<file path="src/sv/mk_pkg.sv">
package mk_pkg;

  localparam int unsigned DUR_W     = 26;
  localparam int unsigned CHAR_W    = 8;
  localparam int unsigned CFG_IDX_W = 3;
  localparam int unsigned LEN_W     = 3;
  localparam int unsigned PAT_W     = 5;

  localparam int unsigned QUEUE_DEPTH_DEF = 2;

  localparam logic [DUR_W-1:0] DOT_ON_RST     = DUR_W'(2500000);
  localparam logic [DUR_W-1:0] DASH_ON_RST    = DUR_W'(7500000);
  localparam logic [DUR_W-1:0] SYMBOL_GAP_RST = DUR_W'(2500000);
  localparam logic [DUR_W-1:0] LETTER_GAP_RST = DUR_W'(5000000);
  localparam logic [DUR_W-1:0] WORD_GAP_RST   = DUR_W'(2500000);

  localparam logic [CFG_IDX_W-1:0] CFG_DOT_ON     = CFG_IDX_W'(0);
  localparam logic [CFG_IDX_W-1:0] CFG_DASH_ON    = CFG_IDX_W'(1);
  localparam logic [CFG_IDX_W-1:0] CFG_SYMBOL_GAP = CFG_IDX_W'(2);
  localparam logic [CFG_IDX_W-1:0] CFG_LETTER_GAP = CFG_IDX_W'(3);
  localparam logic [CFG_IDX_W-1:0] CFG_WORD_GAP   = CFG_IDX_W'(4);

  localparam logic [CHAR_W-1:0] CHAR_UPPER_A = 8'h41;
  localparam logic [CHAR_W-1:0] CHAR_UPPER_Z = 8'h5A;
  localparam logic [CHAR_W-1:0] CHAR_ZERO    = 8'h30;
  localparam logic [CHAR_W-1:0] CHAR_NINE    = 8'h39;
  localparam logic [CHAR_W-1:0] CHAR_SPACE   = 8'h20;

  typedef enum logic [1:0] {
    CMD_SYMBOLS,
    CMD_SPACE,
    CMD_OTHER
  } cmd_kind_t;

  // pat is left-aligned: the first symbol sits in the top bit, 1 = dash
  typedef struct packed {
    cmd_kind_t        kind;
    logic [LEN_W-1:0] len;
    logic [PAT_W-1:0] pat;
    logic             msg_end;
  } cmd_t;

  typedef struct packed {
    logic [DUR_W-1:0] dot_on;
    logic [DUR_W-1:0] dash_on;
    logic [DUR_W-1:0] symbol_gap;
    logic [DUR_W-1:0] letter_gap;
    logic [DUR_W-1:0] word_gap;
  } cfg_t;

  typedef enum logic [1:0] {
    BK_LOAD,
    BK_ON,
    BK_GAP,
    BK_END
  } bk_state_t;

  // {len, pat} with pat right-aligned
  function automatic logic [LEN_W+PAT_W-1:0] letter_code(input logic [4:0] idx);
    logic [LEN_W+PAT_W-1:0] r;
    begin
      unique case (idx)
        5'd0:  r = {3'd2, 5'h01};
        5'd1:  r = {3'd4, 5'h08};
        5'd2:  r = {3'd4, 5'h0A};
        5'd3:  r = {3'd3, 5'h04};
        5'd4:  r = {3'd1, 5'h00};
        5'd5:  r = {3'd4, 5'h02};
        5'd6:  r = {3'd3, 5'h06};
        5'd7:  r = {3'd4, 5'h00};
        5'd8:  r = {3'd2, 5'h00};
        5'd9:  r = {3'd4, 5'h07};
        5'd10: r = {3'd3, 5'h05};
        5'd11: r = {3'd4, 5'h04};
        5'd12: r = {3'd2, 5'h03};
        5'd13: r = {3'd2, 5'h02};
        5'd14: r = {3'd3, 5'h07};
        5'd15: r = {3'd4, 5'h06};
        5'd16: r = {3'd4, 5'h0D};
        5'd17: r = {3'd3, 5'h02};
        5'd18: r = {3'd3, 5'h00};
        5'd19: r = {3'd1, 5'h01};
        5'd20: r = {3'd3, 5'h01};
        5'd21: r = {3'd4, 5'h01};
        5'd22: r = {3'd3, 5'h03};
        5'd23: r = {3'd4, 5'h09};
        5'd24: r = {3'd4, 5'h0B};
        5'd25: r = {3'd4, 5'h0C};
        default: r = {3'd1, 5'h00};
      endcase
      return r;
    end
  endfunction

  function automatic logic [PAT_W-1:0] digit_pat(input logic [3:0] idx);
    logic [PAT_W-1:0] r;
    begin
      unique case (idx)
        4'd0: r = 5'h1F;
        4'd1: r = 5'h0F;
        4'd2: r = 5'h07;
        4'd3: r = 5'h03;
        4'd4: r = 5'h01;
        4'd5: r = 5'h00;
        4'd6: r = 5'h10;
        4'd7: r = 5'h18;
        4'd8: r = 5'h1C;
        4'd9: r = 5'h1E;
        default: r = 5'h00;
      endcase
      return r;
    end
  endfunction

  function automatic cmd_t classify(input logic [CHAR_W-1:0] c, input logic msg_end);
    cmd_t                   cmd;
    logic [LEN_W+PAT_W-1:0] lc;
    logic [CHAR_W-1:0]      off;
    begin
      cmd.kind    = CMD_OTHER;
      cmd.len     = LEN_W'(1);
      cmd.pat     = '0;
      cmd.msg_end = msg_end;
      if (c >= CHAR_UPPER_A && c <= CHAR_UPPER_Z) begin
        off      = c - CHAR_UPPER_A;
        lc       = letter_code(off[4:0]);
        cmd.kind = CMD_SYMBOLS;
        cmd.len  = lc[LEN_W+PAT_W-1:PAT_W];
        cmd.pat  = lc[PAT_W-1:0] << (LEN_W'(PAT_W) - cmd.len);
      end else if (c >= CHAR_ZERO && c <= CHAR_NINE) begin
        off      = c - CHAR_ZERO;
        cmd.kind = CMD_SYMBOLS;
        cmd.len  = LEN_W'(PAT_W);
        cmd.pat  = digit_pat(off[3:0]);
      end else if (c == CHAR_SPACE) begin
        cmd.kind = CMD_SPACE;
      end
      return cmd;
    end
  endfunction

endpackage

</file>
<file path="src/sv/mk_front.sv">
module mk_front import mk_pkg::*; (
  input  logic              in_valid,
  input  logic [CHAR_W-1:0] in_char_code,
  input  logic              in_message_end,
  input  logic              q_full,
  output logic              in_stall,
  output logic              q_push,
  output cmd_t              q_cmd
);

  assign in_stall = q_full;
  assign q_push   = in_valid && !q_full;
  assign q_cmd    = classify(in_char_code, in_message_end);

endmodule

</file>
<file path="src/sv/mk_queue.sv">
module mk_queue import mk_pkg::*; #(
  parameter int unsigned DEPTH = QUEUE_DEPTH_DEF
) (
  input  logic clk,
  input  logic rst_n,
  input  logic push,
  input  cmd_t push_cmd,
  output logic full,
  input  logic pop,
  output logic not_empty,
  output cmd_t head_cmd
);

  localparam int unsigned PTR_W = $clog2(DEPTH);
  localparam int unsigned CNT_W = $clog2(DEPTH + 1);

  cmd_t             mem_r [DEPTH];
  logic [PTR_W-1:0] wr_ptr_r, wr_ptr_nxt;
  logic [PTR_W-1:0] rd_ptr_r, rd_ptr_nxt;
  logic [CNT_W-1:0] count_r, count_nxt;

  assign full      = (count_r == CNT_W'(DEPTH));
  assign not_empty = (count_r != '0);
  assign head_cmd  = mem_r[rd_ptr_r];

  always_comb begin
    wr_ptr_nxt = wr_ptr_r;
    rd_ptr_nxt = rd_ptr_r;
    count_nxt  = count_r;
    if (push) begin
      wr_ptr_nxt = (wr_ptr_r == PTR_W'(DEPTH - 1)) ? '0 : wr_ptr_r + PTR_W'(1);
    end
    if (pop) begin
      rd_ptr_nxt = (rd_ptr_r == PTR_W'(DEPTH - 1)) ? '0 : rd_ptr_r + PTR_W'(1);
    end
    if (push && !pop) begin
      count_nxt = count_r + CNT_W'(1);
    end else if (pop && !push) begin
      count_nxt = count_r - CNT_W'(1);
    end
  end

  always_ff @(posedge clk) begin
    if (!rst_n) begin
      wr_ptr_r <= '0;
      rd_ptr_r <= '0;
      count_r  <= '0;
    end else begin
      wr_ptr_r <= wr_ptr_nxt;
      rd_ptr_r <= rd_ptr_nxt;
      count_r  <= count_nxt;
    end
  end

  always_ff @(posedge clk) begin
    if (push) begin
      mem_r[wr_ptr_r] <= push_cmd;
    end
  end

endmodule

</file>
<file path="src/sv/mk_back.sv">
module mk_back import mk_pkg::*; (
  input  logic             clk,
  input  logic             rst_n,
  input  cfg_t             cfg,
  input  logic             q_valid,
  input  cmd_t             q_cmd,
  output logic             q_pop,
  output logic             out_valid,
  input  logic             out_stall,
  output logic             out_key_level,
  output logic [DUR_W-1:0] out_duration,
  output logic             out_run_last,
  output logic             out_message_done
);

  bk_state_t        state_r, state_nxt;
  logic [PAT_W-1:0] pat_r, pat_nxt;
  logic [LEN_W-1:0] left_r, left_nxt;
  logic             msg_r, msg_nxt;

  logic             out_valid_r;
  logic             key_r, last_r, done_r;
  logic [DUR_W-1:0] dur_r;

  logic             out_adv;
  logic             emit;
  logic             seg_level, seg_last, seg_msg;
  logic [DUR_W-1:0] seg_dur;

  // output register is free when empty or being taken this cycle
  assign out_adv = !out_valid_r || !out_stall;

  always_comb begin
    state_nxt = state_r;
    pat_nxt   = pat_r;
    left_nxt  = left_r;
    msg_nxt   = msg_r;
    q_pop     = 1'b0;
    emit      = 1'b0;
    seg_level = 1'b0;
    seg_dur   = '0;
    seg_last  = 1'b0;
    seg_msg   = msg_r;
    unique case (state_r)
      BK_LOAD: begin
        if (q_valid && out_adv) begin
          q_pop   = 1'b1;
          emit    = 1'b1;
          msg_nxt = q_cmd.msg_end;
          seg_msg = q_cmd.msg_end;
          unique case (q_cmd.kind)
            CMD_SYMBOLS: begin
              seg_level = 1'b1;
              seg_dur   = q_cmd.pat[PAT_W-1] ? cfg.dash_on : cfg.dot_on;
              pat_nxt   = {q_cmd.pat[PAT_W-2:0], 1'b0};
              left_nxt  = q_cmd.len - LEN_W'(1);
              state_nxt = BK_GAP;
            end
            CMD_SPACE: begin
              seg_dur  = cfg.word_gap;
              seg_last = 1'b1;
            end
            default: begin
              seg_last = 1'b1;
            end
          endcase
        end
      end
      BK_ON: begin
        if (out_adv) begin
          emit      = 1'b1;
          seg_level = 1'b1;
          seg_dur   = pat_r[PAT_W-1] ? cfg.dash_on : cfg.dot_on;
          pat_nxt   = {pat_r[PAT_W-2:0], 1'b0};
          left_nxt  = left_r - LEN_W'(1);
          state_nxt = BK_GAP;
        end
      end
      BK_GAP: begin
        if (out_adv) begin
          emit      = 1'b1;
          seg_dur   = cfg.symbol_gap;
          state_nxt = (left_r == '0) ? BK_END : BK_ON;
        end
      end
      BK_END: begin
        if (out_adv) begin
          emit      = 1'b1;
          seg_dur   = cfg.letter_gap;
          seg_last  = 1'b1;
          state_nxt = BK_LOAD;
        end
      end
      default: begin
        state_nxt = BK_LOAD;
      end
    endcase
  end

  always_ff @(posedge clk) begin
    if (!rst_n) begin
      state_r     <= BK_LOAD;
      out_valid_r <= 1'b0;
    end else begin
      state_r <= state_nxt;
      if (out_adv) begin
        out_valid_r <= emit;
      end
    end
  end

  always_ff @(posedge clk) begin
    pat_r  <= pat_nxt;
    left_r <= left_nxt;
    msg_r  <= msg_nxt;
    if (emit) begin
      key_r  <= seg_level;
      dur_r  <= seg_dur;
      last_r <= seg_last;
      done_r <= seg_last && seg_msg;
    end
  end

  assign out_valid        = out_valid_r;
  assign out_key_level    = key_r;
  assign out_duration     = dur_r;
  assign out_run_last     = last_r;
  assign out_message_done = done_r;

endmodule

</file>
<file path="src/sv/morse_keyer.sv">
// A taken request is written into the command queue; its first segment is then registered
// in the output register. Throughput: one segment per cycle while not stalled; a letter
// or digit of n symbols gives 2n+1 segments (at most 11), a space or other code gives one.
// The segment engine sets this. A command queue in front of it keeps taking requests
// while the output is stalled, until it is full. Reset: synchronous, active low; timing
// registers return to their defaults, queue and output empty.
module morse_keyer import mk_pkg::*; #(
  parameter int unsigned QUEUE_DEPTH = QUEUE_DEPTH_DEF
) (
  input  logic                 clk,
  input  logic                 rst_n,
  input  logic                 in_valid,
  output logic                 in_stall,
  input  logic [CHAR_W-1:0]    in_char_code,
  input  logic                 in_message_end,
  output logic                 out_valid,
  input  logic                 out_stall,
  output logic                 out_key_level,
  output logic [DUR_W-1:0]     out_duration,
  output logic                 out_run_last,
  output logic                 out_message_done,
  input  logic                 cfg_valid,
  output logic                 cfg_ready,
  input  logic [CFG_IDX_W-1:0] cfg_index,
  input  logic [DUR_W-1:0]     cfg_data
);

  cfg_t cfg_r, cfg_nxt;
  logic q_full, q_push, q_pop, q_valid;
  cmd_t push_cmd, head_cmd;

  assign cfg_ready = 1'b1;

  always_comb begin
    cfg_nxt = cfg_r;
    if (cfg_valid) begin
      unique case (cfg_index)
        CFG_DOT_ON:     cfg_nxt.dot_on     = cfg_data;
        CFG_DASH_ON:    cfg_nxt.dash_on    = cfg_data;
        CFG_SYMBOL_GAP: cfg_nxt.symbol_gap = cfg_data;
        CFG_LETTER_GAP: cfg_nxt.letter_gap = cfg_data;
        CFG_WORD_GAP:   cfg_nxt.word_gap   = cfg_data;
        default: ;
      endcase
    end
  end

  always_ff @(posedge clk) begin
    if (!rst_n) begin
      cfg_r.dot_on     <= DOT_ON_RST;
      cfg_r.dash_on    <= DASH_ON_RST;
      cfg_r.symbol_gap <= SYMBOL_GAP_RST;
      cfg_r.letter_gap <= LETTER_GAP_RST;
      cfg_r.word_gap   <= WORD_GAP_RST;
    end else begin
      cfg_r <= cfg_nxt;
    end
  end

  mk_front u_front (
    .in_valid       (in_valid),
    .in_char_code   (in_char_code),
    .in_message_end (in_message_end),
    .q_full         (q_full),
    .in_stall       (in_stall),
    .q_push         (q_push),
    .q_cmd          (push_cmd)
  );

  mk_queue #(
    .DEPTH (QUEUE_DEPTH)
  ) u_queue (
    .clk       (clk),
    .rst_n     (rst_n),
    .push      (q_push),
    .push_cmd  (push_cmd),
    .full      (q_full),
    .pop       (q_pop),
    .not_empty (q_valid),
    .head_cmd  (head_cmd)
  );

  mk_back u_back (
    .clk              (clk),
    .rst_n            (rst_n),
    .cfg              (cfg_r),
    .q_valid          (q_valid),
    .q_cmd            (head_cmd),
    .q_pop            (q_pop),
    .out_valid        (out_valid),
    .out_stall        (out_stall),
    .out_key_level    (out_key_level),
    .out_duration     (out_duration),
    .out_run_last     (out_run_last),
    .out_message_done (out_message_done)
  );

endmodule

</file>
<file path="config.mk">
export PLATFORM = sky130hd
export DESIGN_NAME = morse_keyer
export DESIGN_NICKNAME = d
export VERILOG_FILES = /design/src/sv/mk_pkg.sv /design/src/sv/mk_front.sv /design/src/sv/mk_queue.sv /design/src/sv/mk_back.sv /design/src/sv/morse_keyer.sv
export SDC_FILE = /design/constraint.sdc
export NUM_CORES = 1
export LEC_CHECK = 0
export BUFFER_PORTS_ARGS = -buffer_cell sky130_fd_sc_hd__buf_2
export CAP_MARGIN = 0
export CORE_MARGIN = 2
export CORE_UTILIZATION = 60
export CTS_CLUSTER_SIZE = 20
export DETAILED_ROUTE_END_ITERATION = 10
export GPL_TIMING_DRIVEN = 1
export PLACE_DENSITY = 0.82
export SYNTH_ARGS = -nofsm -noshare
export SYNTH_HDL_FRONTEND = slang
export SYNTH_SLANG_ARGS = --single-unit
export TNS_END_PERCENT = 50
</file>
<file path="constraint.sdc">
create_clock -name clk -period 3.6 [get_ports clk]
set_input_delay 0.18 -clock clk [delete_from_list [all_inputs] [get_ports clk]]
set_output_delay 0.18 -clock clk [all_outputs]
set_load 0.02 [all_outputs]
</file>
==> implementation parameters <==
Parameter                              Value

Timing
  Worst Tran Pin Value    roughly 1.2 ns
  Worst hold slack across all endpoints    0.0219 ns
  Total negative slack for setup checks    0 ns
  Remaining max-slew budget at the tightest pin    0.196
  Number of setup violations in the final report    0
  Ratio of final minimum period to clock period    0.799
  Fmax    348 MHz
  Worst Skew    roughly 0.011 ns
  Post-layout minimum cycle time    about 2.9 ns
  Number of max-slew violations in the final report    0
  Unrepaired setup endpoints after global routing    false
  Final-report hold violation count    0
  Final worst slack    0.723 ns

Synth
  Synthesized Nets    approximately 1200
  Library cells used by synthesis    65
  Cell taking the most area after synthesis    dfxtp_1
  Dominant register cell in the synthesized netlist    dfxtp_1
  Count of mapped cells out of synthesis    approximately 1100
  Number of register bits inferred by synthesis    197
  Seq/Total Area, Yosys    0.485
  Count of warnings emitted by yosys    0
  Number of flops mapped to enable cells by yosys    58
  Main area contributors after synthesis    dfxtp_1 (30%), edfxtp_1 (19%), nand2_1 (12%)
  Average instance area after synthesis    8.54 µm²
  Cell Area, Synth    9340 µm²
  Area share of the largest cell type after synthesis    0.298
  Share of flip-flops with an asynchronous set or reset after synthesis    0

Critical path
  CP top delay family    compound AO/OA/AOI/OAI gates
  Buffers and inverters on the worst path    4
  Worst Path Arrival    approximately 3 ns
  Req. time, crit path    roughly 3.8 ns
  Cells along the critical path    buf_2, inv_1, ha_1, inv_1, ha_1, buf_4, nor3b_1, o21ai_0, o2111ai_1, o21ai_0, nor2b_1, a221o_1
  Highest net fanout along the worst path    15
  Critical path launch point type    primary input
  Max stage delay cell, worst path    ha_1
  Path depth of the worst reg2reg path    6
  Crit Path Category    primary input to flop
  Critical Path Max Stage Delay    0.57 ns
  Kind of end point of the critical path    flop
  Depth of the critical timing path with buffers and inverters included    12

Clock network
  Insertion delay to the later sink of the worst-skew pair    0.43 ns
  Sink Count    between 150 and 200
  Root buffer cell    clkbuf_16
  CTS Buf Count    17
  Clock-pin slew reported for the worst setup and hold paths after clock tree synthesis    around 0.070 ns
  Buffer levels on the longest clock path    2
  Number of H-tree levels    4
  CTS tree    built

Place
  Worst setup slack after placement    between 0.4 and 0.5 ns
  Count of buffers inserted at the top-level ports    73
  Final weighted congestion in routability-driven placement    0.929
  Post-detailed-placement half-perimeter wirelength    roughly 14000 µm
  Post-placement cell count    around 1300

Layout
  Final std cells w/o fill    roughly 1300
  Layout Area Growth over Synthesis    10.7%
  Highest-count cells in the layout ignoring fill and taps    nand2_1 (288), dfxtp_1 (139), a21oi_1 (125)
  Area taken by multi-input logic gates    4450 µm²
  Layout Nets    between 1000 and 1500
  Register area    between 4000 and 5000 µm²
  Share of layout cells above drive strength 1    0.122
  Most common cell after layout, fill and taps aside    nand2_1
  Layout filler cell count    between 1000 and 1500

Hold path
  Hold depth    3
  Worst hold path class    primary input to flop

Routing
  Overall routed net length    approximately 24000 µm
  Iteration-0 DRC Markers    884
  Via density per instance    slightly above 6
  Residual DRC count    0
  Number of detailed-routing iterations run before antenna repair    5
  WL/cell    18.3 µm
  Via count    approximately 8100
  Post-route antenna net violation count    0

Floorplanning
  Count of pins on the block boundary    between 70 and 80
  Die outline area    ~17000 µm²
  Starting Density    0.614
  Core area    15200 µm²
  Horizontal extent of the die    129 µm
  Overall die height    ~130 µm
  Total number of placement rows    45

Pwr
  Reported leakage power    around 0.0041 µW
  Maximum VDD drop    approximately 0.4 mV
  Power density of the placed cells    a little over 600 nW/µm²

Global routing
  Global-route congestion overflow total    0
  Wire length of the first global-routing pass    roughly 39000 µm
  Antenna violations before repair    1
  Number of global-route vias before repair    around 7700
  GRT Resource Usage Total    0.298
  Pin count of the biggest net entering global routing    43

Run
  Count of max-cap constraint violations    0

Run status
  Run status    completed
Yosys cell counts (2+ instances only):
library cell and count:
maj3_1 2, nand3_1 51, nor4b_1 2, inv_1 14
o22ai_1 29, nor3_1 7, a211o_1 2, buf_1 4
nor3b_1 4, o21ai_0 20, a31oi_1 2, a21o_1 3
buf_2 8, nand2b_1 8, xor2_1 5, nor2b_1 4
nor2_1 79, a221o_1 3, and3_1 5, buf_6 2
nand2_1 288, a21oi_1 125, a221oi_1 26, o2111ai_1 2
dfxtp_1 139, clkbuf_1 66, and2_1 6, ha_1 16
a22o_1 2, or3_1 2, a211oi_1 4, o211ai_1 2
o21a_1 3, mux2i_1 68, or2_2 3, edfxtp_1 58
tightest hold or removal path: stages:
cell and delay (ns):
buf_2 0.12, nand2_1 0.05, nand3_1 0.07
power by group:
group	total (µW)	internal (µW)	switching [µW]	leakage [µW]
combinational	1830	585	1240	0.00212
clock	1740	943	800	0.000266
sequential	2820	2680	142	0.00169
final cells by class:
cell class              count  share of cell area
inverters                  16             0.00581
diodes                      1            0.000242
flip-flops and latches    197               0.438
clock buffers              25              0.0470
well taps                 188              0.0228
repair buffers             95              0.0516
clock inverters             7             0.00460
multi-input cells         799               0.430
state kept, by name, summed over array words and instances (netlist names), 2 cells and up, named ones only:
register and cells:
u_queue.count_r 2, u_back.left_r 3, u_back.pat_r 4, cfg_r 130, u_back.state_r 2, u_back.out_duration 26, u_queue.mem_r 22
cells by family after synthesis:
group / synth area share
compound gates: 0.155
fa+ha+maj: 0.0236
xor+xnor: 0.00818
flops: 0.485
simple gates: 0.211
other cells: 0.000402
mux: 0.0753
buf+inv: 0.0421
path summary, 6_finish.rpt:
| check | start | slack [ns] | endpoint |
|---|---|---|---|
| setup / recovery | in_char_code[0] | 0.72 | u_queue.mem_r[1][4] |
| hold / removal | cfg_data[22] | 0.02 | cfg_r[48] |
| setup reg to reg | flop | 1.06 | u_back.out_duration[9] |
| hold reg to reg | cfg_r[23] | 0.46 | cfg_r[23] |
through the flow:
step | util | power (µW) | instance area [µm²]
after floorplan | - | 4080 | 9340
final | 0.680 | 6400 | 10300
after detailed placement | 0.644 | 4660 | 9790
after global placement | 0.644 | 4620 | 9790
after global routing | 0.680 | 6650 | 10300
after CTS | 0.680 | 6380 | 10300
per-layer routing:
layer | vias to the layer above | routed length (µm) | track usage
li1 | 3866 | - | -
met1 | 3827 | 9730 | 0.387
met2 | 407 | 11800 | 0.507
met3 | 43 | 2360 | 0.0520
met4 | 0 | 450 | 0.101
met5 | - | 0 | 0
what timing repair did:
item	CTS	global route
buffers inserted	0	0
endpoints found under the setup margin	0	0
hold buffers	1	0
hold endpoints to repair	2	0
resized for setup	0	0
Note: power is estimated with default switching activity, not from simulation.
